### src/sv/scs_pkg.sv
// ----------------------------------------------------------------------------
// scs_pkg
// Shared sizes, action codes and controller/datapath interface types for the
// shortest common supersequence length and count block.
// ----------------------------------------------------------------------------
package scs_pkg;

   localparam int MAX_LEN = 32;

   localparam int SYM_W     = 8;
   localparam int ACT_W     = 2;
   localparam int SCS_LEN_W = 7;
   localparam int CNT_W     = 61;

   // string length / prefix index, holds 0..MAX_LEN
   localparam int LEN_W   = $clog2(MAX_LEN + 1);
   localparam int STR_AW  = (MAX_LEN > 1) ? $clog2(MAX_LEN) : 1;
   localparam int ROW_DEP = MAX_LEN + 1;
   localparam int ROW_AW  = $clog2(ROW_DEP);
   localparam int ROW_W   = SCS_LEN_W + CNT_W;

   localparam logic [LEN_W-1:0] LEN_FULL = LEN_W'(MAX_LEN);

   localparam logic [ACT_W-1:0] ACT_APPEND_A = 2'd0;
   localparam logic [ACT_W-1:0] ACT_APPEND_B = 2'd1;
   localparam logic [ACT_W-1:0] ACT_COMPUTE  = 2'd2;

   typedef struct packed {
      logic append_a;    // store symbol into first string
      logic append_b;    // store symbol into second string
      logic trivial;     // one string empty, result known directly
      logic init_begin;  // start of table walk
      logic init_write;  // seed row entry j
      logic row_setup;   // start of row i
      logic walk_step;   // evaluate cell (i, j)
      logic emit;        // move result into output register
   } cmd_type;

   typedef struct packed {
      logic n1_zero;
      logic n2_zero;
      logic i_last;
      logic j_last;
      logic out_free;
   } sts_type;

endpackage

### src/sv/scs_ram.sv
// ----------------------------------------------------------------------------
// scs_ram
// Generic single write port, single read port RAM with registered read data.
// ----------------------------------------------------------------------------
module scs_ram #(
   parameter int WIDTH = 8,
   parameter int DEPTH = 32
) (
   input  logic                     clock,
   input  logic                     wr_en,
   input  logic [$clog2(DEPTH)-1:0] wr_addr,
   input  logic [WIDTH-1:0]         wr_data,
   input  logic                     rd_en,
   input  logic [$clog2(DEPTH)-1:0] rd_addr,
   output logic [WIDTH-1:0]         rd_data
);

   logic [WIDTH-1:0] mem_ff [DEPTH];
   logic [WIDTH-1:0] rd_data_ff;

   always_ff @(posedge clock) begin
      if (wr_en) begin
         mem_ff[wr_addr] <= wr_data;
      end
      if (rd_en) begin
         rd_data_ff <= mem_ff[rd_addr];
      end
   end

   assign rd_data = rd_data_ff;

endmodule

### src/sv/scs_ctrl.sv
// ----------------------------------------------------------------------------
// scs_ctrl
// Sequencer: accepts words, seeds the rolling row, steps rows and cells of
// the prefix table, and hands the result to the output register.
// ----------------------------------------------------------------------------
module scs_ctrl (
   input  logic                       clock,
   input  logic                       reset,
   input  logic                       req_valid,
   output logic                       req_ready,
   input  logic [scs_pkg::ACT_W-1:0]  req_action,
   input  scs_pkg::sts_type           sts,
   output scs_pkg::cmd_type           cmd
);

   localparam logic [2:0] ST_IDLE = 3'd0;
   localparam logic [2:0] ST_INIT = 3'd1;
   localparam logic [2:0] ST_ROW  = 3'd2;
   localparam logic [2:0] ST_CELL = 3'd3;
   localparam logic [2:0] ST_DONE = 3'd4;

   logic [2:0] state_ff, state_in;
   logic       accept;

   assign req_ready = (state_ff == ST_IDLE);
   assign accept    = req_valid && req_ready;

   always_comb begin
      state_in = state_ff;
      cmd      = '0;
      unique case (state_ff)
         ST_IDLE: begin
            if (accept) begin
               unique case (req_action)
                  scs_pkg::ACT_APPEND_A: cmd.append_a = 1'b1;
                  scs_pkg::ACT_APPEND_B: cmd.append_b = 1'b1;
                  scs_pkg::ACT_COMPUTE: begin
                     if (sts.n1_zero || sts.n2_zero) begin
                        cmd.trivial = 1'b1;
                        state_in    = ST_DONE;
                     end else begin
                        cmd.init_begin = 1'b1;
                        state_in       = ST_INIT;
                     end
                  end
                  default: ;
               endcase
            end
         end
         ST_INIT: begin
            cmd.init_write = 1'b1;
            if (sts.j_last) begin
               state_in = ST_ROW;
            end
         end
         ST_ROW: begin
            cmd.row_setup = 1'b1;
            state_in      = ST_CELL;
         end
         ST_CELL: begin
            cmd.walk_step = 1'b1;
            if (sts.j_last) begin
               state_in = sts.i_last ? ST_DONE : ST_ROW;
            end
         end
         ST_DONE: begin
            if (sts.out_free) begin
               cmd.emit = 1'b1;
               state_in = ST_IDLE;
            end
         end
         default: state_in = ST_IDLE;
      endcase
   end

   always_ff @(posedge clock) begin
      if (reset) begin
         state_ff <= ST_IDLE;
      end else begin
         state_ff <= state_in;
      end
   end

endmodule

### src/sv/scs_dp.sv
// ----------------------------------------------------------------------------
// scs_dp
// Datapath: string stores, rolling row store, cell evaluation, prefix
// counters and the output register.
// ----------------------------------------------------------------------------
module scs_dp (
   input  logic                          clock,
   input  logic                          reset,
   input  logic [scs_pkg::SYM_W-1:0]     req_symbol,
   input  scs_pkg::cmd_type              cmd,
   output scs_pkg::sts_type              sts,
   output logic                          rsp_valid,
   input  logic                          rsp_ready,
   output logic [scs_pkg::SCS_LEN_W-1:0] rsp_scs_length,
   output logic [scs_pkg::CNT_W-1:0]     rsp_scs_count,
   output logic                          rsp_overflow
);

   localparam int LW = scs_pkg::SCS_LEN_W;
   localparam int CW = scs_pkg::CNT_W;
   localparam int NW = scs_pkg::LEN_W;

   logic [NW-1:0] len_a_ff, len_b_ff, i_ff, j_ff;
   logic          dropped_ff;
   logic [LW-1:0] left_len_ff, diag_len_ff, res_len_ff;
   logic [CW-1:0] left_cnt_ff, diag_cnt_ff, res_cnt_ff;
   logic          rsp_valid_ff, rsp_overflow_ff;
   logic [LW-1:0] rsp_len_ff;
   logic [CW-1:0] rsp_cnt_ff;

   logic                        wr_a, wr_b;
   logic [scs_pkg::SYM_W-1:0]   sym_a, sym_b;
   logic                        str_a_rd, str_b_rd, row_rd_en, row_wr;
   logic [scs_pkg::STR_AW-1:0]  a_rd_addr, b_rd_addr;
   logic [scs_pkg::ROW_AW-1:0]  row_rd_addr;
   logic [scs_pkg::ROW_W-1:0]   row_rd_data, row_wr_data;
   logic [NW-1:0]               i_minus, j_plus;

   logic [LW-1:0] up_len, min_len, new_len;
   logic [CW-1:0] up_cnt, new_cnt, pick_up, pick_left;
   logic          match;

   // ---------------- string stores ----------------
   assign wr_a = cmd.append_a && (len_a_ff != scs_pkg::LEN_FULL);
   assign wr_b = cmd.append_b && (len_b_ff != scs_pkg::LEN_FULL);

   assign i_minus   = i_ff - NW'(1);
   assign j_plus    = j_ff + NW'(1);
   assign a_rd_addr = i_minus[scs_pkg::STR_AW-1:0];
   assign b_rd_addr = cmd.row_setup ? '0 : j_ff[scs_pkg::STR_AW-1:0];

   // s1 symbol is read once per row and held by the RAM output register
   assign str_a_rd  = cmd.row_setup;
   assign str_b_rd  = cmd.row_setup || (cmd.walk_step && !sts.j_last);
   assign row_rd_en = str_b_rd;
   assign row_rd_addr = cmd.row_setup ? scs_pkg::ROW_AW'(1) : j_plus[scs_pkg::ROW_AW-1:0];

   scs_ram #(.WIDTH(scs_pkg::SYM_W), .DEPTH(scs_pkg::MAX_LEN)) u_str_a (
      .clock   (clock),
      .wr_en   (wr_a),
      .wr_addr (len_a_ff[scs_pkg::STR_AW-1:0]),
      .wr_data (req_symbol),
      .rd_en   (str_a_rd),
      .rd_addr (a_rd_addr),
      .rd_data (sym_a)
   );

   scs_ram #(.WIDTH(scs_pkg::SYM_W), .DEPTH(scs_pkg::MAX_LEN)) u_str_b (
      .clock   (clock),
      .wr_en   (wr_b),
      .wr_addr (len_b_ff[scs_pkg::STR_AW-1:0]),
      .wr_data (req_symbol),
      .rd_en   (str_b_rd),
      .rd_addr (b_rd_addr),
      .rd_data (sym_b)
   );

   // ---------------- rolling row ----------------
   // entry j holds {length, count} of prefix pair (i-1, j); entry 0 is never stored
   assign row_wr      = cmd.init_write || cmd.walk_step;
   assign row_wr_data = cmd.init_write ? {LW'(j_ff), CW'(1)} : {new_len, new_cnt};

   scs_ram #(.WIDTH(scs_pkg::ROW_W), .DEPTH(scs_pkg::ROW_DEP)) u_row (
      .clock   (clock),
      .wr_en   (row_wr),
      .wr_addr (j_ff[scs_pkg::ROW_AW-1:0]),
      .wr_data (row_wr_data),
      .rd_en   (row_rd_en),
      .rd_addr (row_rd_addr),
      .rd_data (row_rd_data)
   );

   // ---------------- cell evaluation ----------------
   assign up_len  = row_rd_data[CW +: LW];
   assign up_cnt  = row_rd_data[CW-1:0];
   assign match   = (sym_a == sym_b);
   assign min_len = (up_len < left_len_ff) ? up_len : left_len_ff;

   assign pick_up   = (up_len == min_len) ? up_cnt : '0;
   assign pick_left = (left_len_ff == min_len) ? left_cnt_ff : '0;

   assign new_len = match ? (diag_len_ff + LW'(1)) : (min_len + LW'(1));
   assign new_cnt = match ? diag_cnt_ff : (pick_up + pick_left);

   // ---------------- status ----------------
   assign sts.n1_zero  = (len_a_ff == '0);
   assign sts.n2_zero  = (len_b_ff == '0);
   assign sts.i_last   = (i_ff == len_a_ff);
   assign sts.j_last   = (j_ff == len_b_ff);
   assign sts.out_free = !rsp_valid_ff || rsp_ready;

   // ---------------- control registers ----------------
   always_ff @(posedge clock) begin
      if (reset) begin
         len_a_ff     <= '0;
         len_b_ff     <= '0;
         dropped_ff   <= 1'b0;
         rsp_valid_ff <= 1'b0;
      end else begin
         if (cmd.append_a) begin
            if (wr_a) len_a_ff <= len_a_ff + NW'(1);
            else      dropped_ff <= 1'b1;
         end
         if (cmd.append_b) begin
            if (wr_b) len_b_ff <= len_b_ff + NW'(1);
            else      dropped_ff <= 1'b1;
         end
         if (cmd.emit) begin
            len_a_ff     <= '0;
            len_b_ff     <= '0;
            dropped_ff   <= 1'b0;
            rsp_valid_ff <= 1'b1;
         end else if (rsp_ready) begin
            rsp_valid_ff <= 1'b0;
         end
      end
   end

   // ---------------- walk registers ----------------
   always_ff @(posedge clock) begin
      if (cmd.init_begin) begin
         i_ff <= NW'(1);
         j_ff <= NW'(1);
      end else if (cmd.init_write) begin
         j_ff <= j_plus;
      end else if (cmd.row_setup) begin
         j_ff        <= NW'(1);
         left_len_ff <= LW'(i_ff);
         left_cnt_ff <= CW'(1);
         diag_len_ff <= LW'(i_minus);
         diag_cnt_ff <= CW'(1);
      end else if (cmd.walk_step) begin
         j_ff        <= j_plus;
         left_len_ff <= new_len;
         left_cnt_ff <= new_cnt;
         diag_len_ff <= up_len;
         diag_cnt_ff <= up_cnt;
         res_len_ff  <= new_len;
         res_cnt_ff  <= new_cnt;
         if (sts.j_last) i_ff <= i_ff + NW'(1);
      end

      if (cmd.trivial) begin
         res_len_ff <= sts.n1_zero ? LW'(len_b_ff) : LW'(len_a_ff);
         res_cnt_ff <= CW'(1);
      end

      if (cmd.emit) begin
         rsp_len_ff      <= res_len_ff;
         rsp_cnt_ff      <= res_cnt_ff;
         rsp_overflow_ff <= dropped_ff;
      end
   end

   assign rsp_valid      = rsp_valid_ff;
   assign rsp_scs_length = rsp_len_ff;
   assign rsp_scs_count  = rsp_cnt_ff;
   assign rsp_overflow   = rsp_overflow_ff;

endmodule

### src/sv/scs_length_and_count.sv
// ----------------------------------------------------------------------------
// scs_length_and_count
// Loads two symbol strings and returns the shortest common supersequence
// length, the number of such supersequences and a symbol-drop flag.
// ----------------------------------------------------------------------------
//
//   channel | handshake            | payload
//   --------+----------------------+--------------------------------------
//   req     | req_valid/req_ready  | req_action, req_symbol
//   rsp     | rsp_valid/rsp_ready  | rsp_scs_length, rsp_scs_count,
//           |                      | rsp_overflow
//
// A compute word with either string empty is answered directly from the
// other string's length; otherwise the rolling row store is seeded and
// then walked one cell per cycle.
// Synchronous active-high reset clears the string lengths and drop flag.
// req_ready is high only while idle; a finished result waits in the output
// register, and a following compute holds before its emit until it drains.
// ----------------------------------------------------------------------------
module scs_length_and_count (
   input  logic                          clock,
   input  logic                          reset,
   input  logic                          req_valid,
   output logic                          req_ready,
   input  logic [scs_pkg::ACT_W-1:0]     req_action,
   input  logic [scs_pkg::SYM_W-1:0]     req_symbol,
   output logic                          rsp_valid,
   input  logic                          rsp_ready,
   output logic [scs_pkg::SCS_LEN_W-1:0] rsp_scs_length,
   output logic [scs_pkg::CNT_W-1:0]     rsp_scs_count,
   output logic                          rsp_overflow
);

   scs_pkg::cmd_type cmd;
   scs_pkg::sts_type sts;

   scs_ctrl u_ctrl (
      .clock      (clock),
      .reset      (reset),
      .req_valid  (req_valid),
      .req_ready  (req_ready),
      .req_action (req_action),
      .sts        (sts),
      .cmd        (cmd)
   );

   scs_dp u_dp (
      .clock          (clock),
      .reset          (reset),
      .req_symbol     (req_symbol),
      .cmd            (cmd),
      .sts            (sts),
      .rsp_valid      (rsp_valid),
      .rsp_ready      (rsp_ready),
      .rsp_scs_length (rsp_scs_length),
      .rsp_scs_count  (rsp_scs_count),
      .rsp_overflow   (rsp_overflow)
   );

endmodule

### config.mk
export PLATFORM = sky130hd
export DESIGN_NAME = scs_length_and_count
export DESIGN_NICKNAME = d
export VERILOG_FILES = /design/src/sv/scs_pkg.sv /design/src/sv/scs_ram.sv /design/src/sv/scs_ctrl.sv /design/src/sv/scs_dp.sv /design/src/sv/scs_length_and_count.sv
export SDC_FILE = /design/constraint.sdc
export NUM_CORES = 2
export LEC_CHECK = 0
export ABC_AREA = 1
export BUFFER_PORTS_ARGS = -buffer_cell sky130_fd_sc_hd__buf_2
export CAP_MARGIN = 20
export CORE_ASPECT_RATIO = 0.5
export CORE_MARGIN = 8
export CORE_UTILIZATION = 57
export DETAILED_ROUTE_END_ITERATION = 6
export GPL_ROUTABILITY_DRIVEN = 0
export PLACE_DENSITY = 0.76
export SYNTH_ARGS = -nofsm -noshare
export SYNTH_HDL_FRONTEND = slang
export SYNTH_SLANG_ARGS = --single-unit
### constraint.sdc
create_clock -name clock -period 7.2 [get_ports clock]
set_input_delay 1.44 -clock clock [delete_from_list [all_inputs] [get_ports clock]]
set_output_delay 1.44 -clock clock [all_outputs]
set_load 0.05 [all_outputs]
==> results.json <==
{
  "status": "complete, but fails checks",
  "violations": "DRC",
  "p_leak_nw": 49.5,
  "ys_seq_area_frac": 0.714,
  "hold_viol_final": 0,
  "drt_wl_total_um": 383000,
  "critPathMaxStageDelay_ns": 0.89,
  "nets": 10900,
  "dieHeight_um": 355,
  "start_util": 0.573,
  "synth_cells": 10800,
  "dp_cells": 13500,
  "crit_chain": "ha_1 -> nand2_1 -> inv_1 -> nand2_1 -> nand2_1 -> nand2_1 -> nand2_1 -> inv_1 -> nor2_4 -> buf_4 -> nor2_1 -> ha_1 -> or2_2 -> nand3_1 -> nand2_1 -> nand2_1 -> nand3_1 -> nand2_1 -> nand4_1 -> nand3_1 -> nand2_1 -> nor2_2",
  "cts_num_sinks": 3142,
  "io_pins": 85,
  "dr.pass1.iters": 7,
  "numCtsBuffers": 276,
  "ir_drop_v": 0.000515,
  "grt_pass1_wl_um": 556000,
  "num_vias": 90500,
  "wl_per_cell_um": 27.3,
  "skew_ns": 0.0473,
  "required_ns": 7.69,
  "min_period_ns": 6.12,
  "utilization": 0.630,
  "synth_warnings": 0,
  "final-max-slew-violation-count": 0,
  "cts_setup_buffers": 0,
  "cts_buffer_depth": 4,
  "port_buffers": 84,
  "fp-row-count": 124,
  "cts_hold_buffers": 0,
  "grt_overflow_total": 0,
  "grt_pass1_vias": 83600,
  "clk_pin_slew_ns": 0.06,
  "final.period_utilization": 0.850,
  "slew_headroom": 0.167,
  "fp.dieArea_um2": 246000,
  "crit_slowest_cell": "nor2_2",
  "synth_cell_types": 47,
  "synth_flop_cell": "edfxtp_1",
  "setup_viol": 0,
  "fp.dieW_um": 694,
  "via_per_inst": 6.44,
  "ys_ff_latch": 3142,
  "clock_latency_ns": 0.86,
  "placeableCoreArea_um2": 228000,
  "cts_resized": 0,
  "syn-cell-area_um2": 131000,
  "final_common_cell": "edfxtp_1",
  "layout_common_cells": "edfxtp_1 (3052), nor2_1 (1613), nand2_1 (1275), o21ai_0 (862), o211ai_1 (754)",
  "synth_nets": 10900,
  "h-tree-depth": 5,
  "rsz0062_at_grt": "no",
  "drtIter0Drc": 16500,
  "avgSynthCellArea_um2": 12.1,
  "critPathKind": "reg2reg",
  "track_usage": 0.300,
  "crit_path_end_kind": "flip-flop",
  "crit_path_max_fanout": 33,
  "cts_tree": "done",
  "cpMostUsedCell": "nand2_1",
  "num-fill-cells": 16400,
  "setup_tns_ns": 0,
  "cts_root_buffer": "clkbuf_16",
  "postRouteAntennaNets": 0,
  "max_cap_viol_count": 0,
  "hpwlAfterDp_um": 205000,
  "worst_pin_slew_ns": 1.25,
  "max_freq_mhz": 163,
  "area_delta_synth_final_pct": 9.94,
  "final_cells": 14000,
  "start_kind": "flip-flop",
  "drive_above_1_share": 0.0887,
  "cp.arrival_ns": 6.61,
  "hold_class": "reg2reg",
  "ys_async_sr_fraction": 0,
  "power_density_nw_per_um2": 348,
  "grt_max_degree": 212,
  "drc": 4,
  "synth_edf_count": 3052,
  "antenna_found_initial": 14
}
[registers in the layout (all words and copies together), names as in the netlist, 6 cells and up]
signal,flops
u_dp.u_row.mem_ff,2244
u_dp.u_str_a.mem_ff,256
u_dp.u_str_b.mem_ff,256
u_dp.u_row.rd_data,68
u_dp.diag_cnt_ff,61
u_dp.left_cnt_ff,61
u_dp.res_cnt_ff,61
u_dp.rsp_scs_count,61
u_dp.u_str_a.rd_data,8
u_dp.u_str_b.rd_data,8
u_dp.diag_len_ff,7
u_dp.left_len_ff,7
u_dp.res_len_ff,7
u_dp.rsp_scs_length,7
u_dp.i_ff,6
u_dp.j_ff,6
u_dp.len_a_ff,6
u_dp.len_b_ff,6
[metal layers]
metal  GRT usage  wire length, µm  up-vias
li1            -                -    38700
met1       0.425           142000    43600
met2       0.447           167000     7140
met3      0.0780            57200     1050
met4       0.117            16700       12
met5           0               79        -
[final timing paths]
check | from | endpoint | slack (ns) | depth (start not counted)
worst max-delay path | u_dp.u_row.rd_data[63] | u_dp.u_row.mem_ff[23][55] | 1.08 | 22
worst min-delay path | u_dp.res_cnt_ff[0] | u_dp.rsp_scs_count[0] | 0.43 | 0
worst max register to register | u_dp.u_row.rd_data[63] | u_dp.u_row.mem_ff[23][55] | 1.08 | 22
worst min register to register | u_dp.res_cnt_ff[0] | u_dp.rsp_scs_count[0] | 0.43 | 0
[power breakdown]
| group | total, mW | leakage [nW] | internal (mW) | switching [mW] |
|---|---|---|---|---|
| sequential | 20.1 | 28.3 | 20.0 | 0.0696 |
| combinational | 15.6 | 17.1 | 4.56 | 11.0 |
| clock | 14.4 | 4.14 | 7.85 | 6.50 |
| total | 50.0 | 49.5 | 32.4 | 17.6 |
[per-stage QoR]
| step | power [mW] | area (µm²) | hold WS, ns | worst slack (ns) |
|---|---|---|---|---|
| global placement | 35.2 | 135000 | 0.415 | 1.48 |
| detailed placement | 35.5 | 135000 | 0.415 | 1.35 |
| global route | 52.0 | 144000 | 0.445 | 0.842 |
| floorplan | 31.2 | 131000 | 0.400 | 0.427 |
| finish | 50.0 | 144000 | 0.433 | 1.08 |
| CTS | 49.6 | 143000 | 0.432 | 1.30 |
[synthesized netlist by cell type, drive strengths merged, types with 80 or more instances]
master / instances / area [µm²]
o221ai: 80 / 701
o21ai: 1152 / 5770
o21bai: 82 / 616
nor2: 1712 / 6460
nand3: 727 / 3650
nand2: 1284 / 4850
buf: 380 / 1940
dfxtp: 90 / 1800
or2: 245 / 1530
a21oi: 97 / 489
clkbuf: 264 / 991
o211ai: 754 / 5660
edfxtp: 3052 / 91600
inv: 632 / 2370
[cell families (layout without fill, tap and decap cells)]
| kind of cell | after synthesis | after routing | synth area share |
|---|---|---|---|
| mux | 18 | 18 | 0.00138 |
| xor+xnor | 34 | 34 | 0.00239 |
| compound gates | 2229 | 2229 | 0.105 |
| buf+inv | 1279 | 1421 | 0.0407 |
| flops | 3142 | 3142 | 0.714 |
| other cells | 0 | 6 | 0 |
| simple gates | 4032 | 4032 | 0.129 |
| fa+ha+maj | 79 | 79 | 0.00761 |
[critical path, delay by kind of cell, from the launching register on]
kind | cells | cell delay (ns)
fa+ha+maj | 2 | 0.74
buf+inv | 3 | 0.65
simple gates | 17 | 3.86
flops | 1 | 0.45
[final cells by class]
cell class / count / area (µm²) / share of cell area
Sequential cell: 3142 / 93500 / 0.649
Multi-Input combinational cell: 6392 / 32700 / 0.227
Tap cell: 3087 / 3860 / 0.0268
Clock buffer: 364 / 7540 / 0.0524
Antenna cell: 6 / 15.0 / 0.000104
Timing Repair Buffer: 310 / 3060 / 0.0212
Inverter: 635 / 2440 / 0.0169
Clock inverter: 112 / 893 / 0.00621
Note: power is estimated with default switching activity, not from simulation.
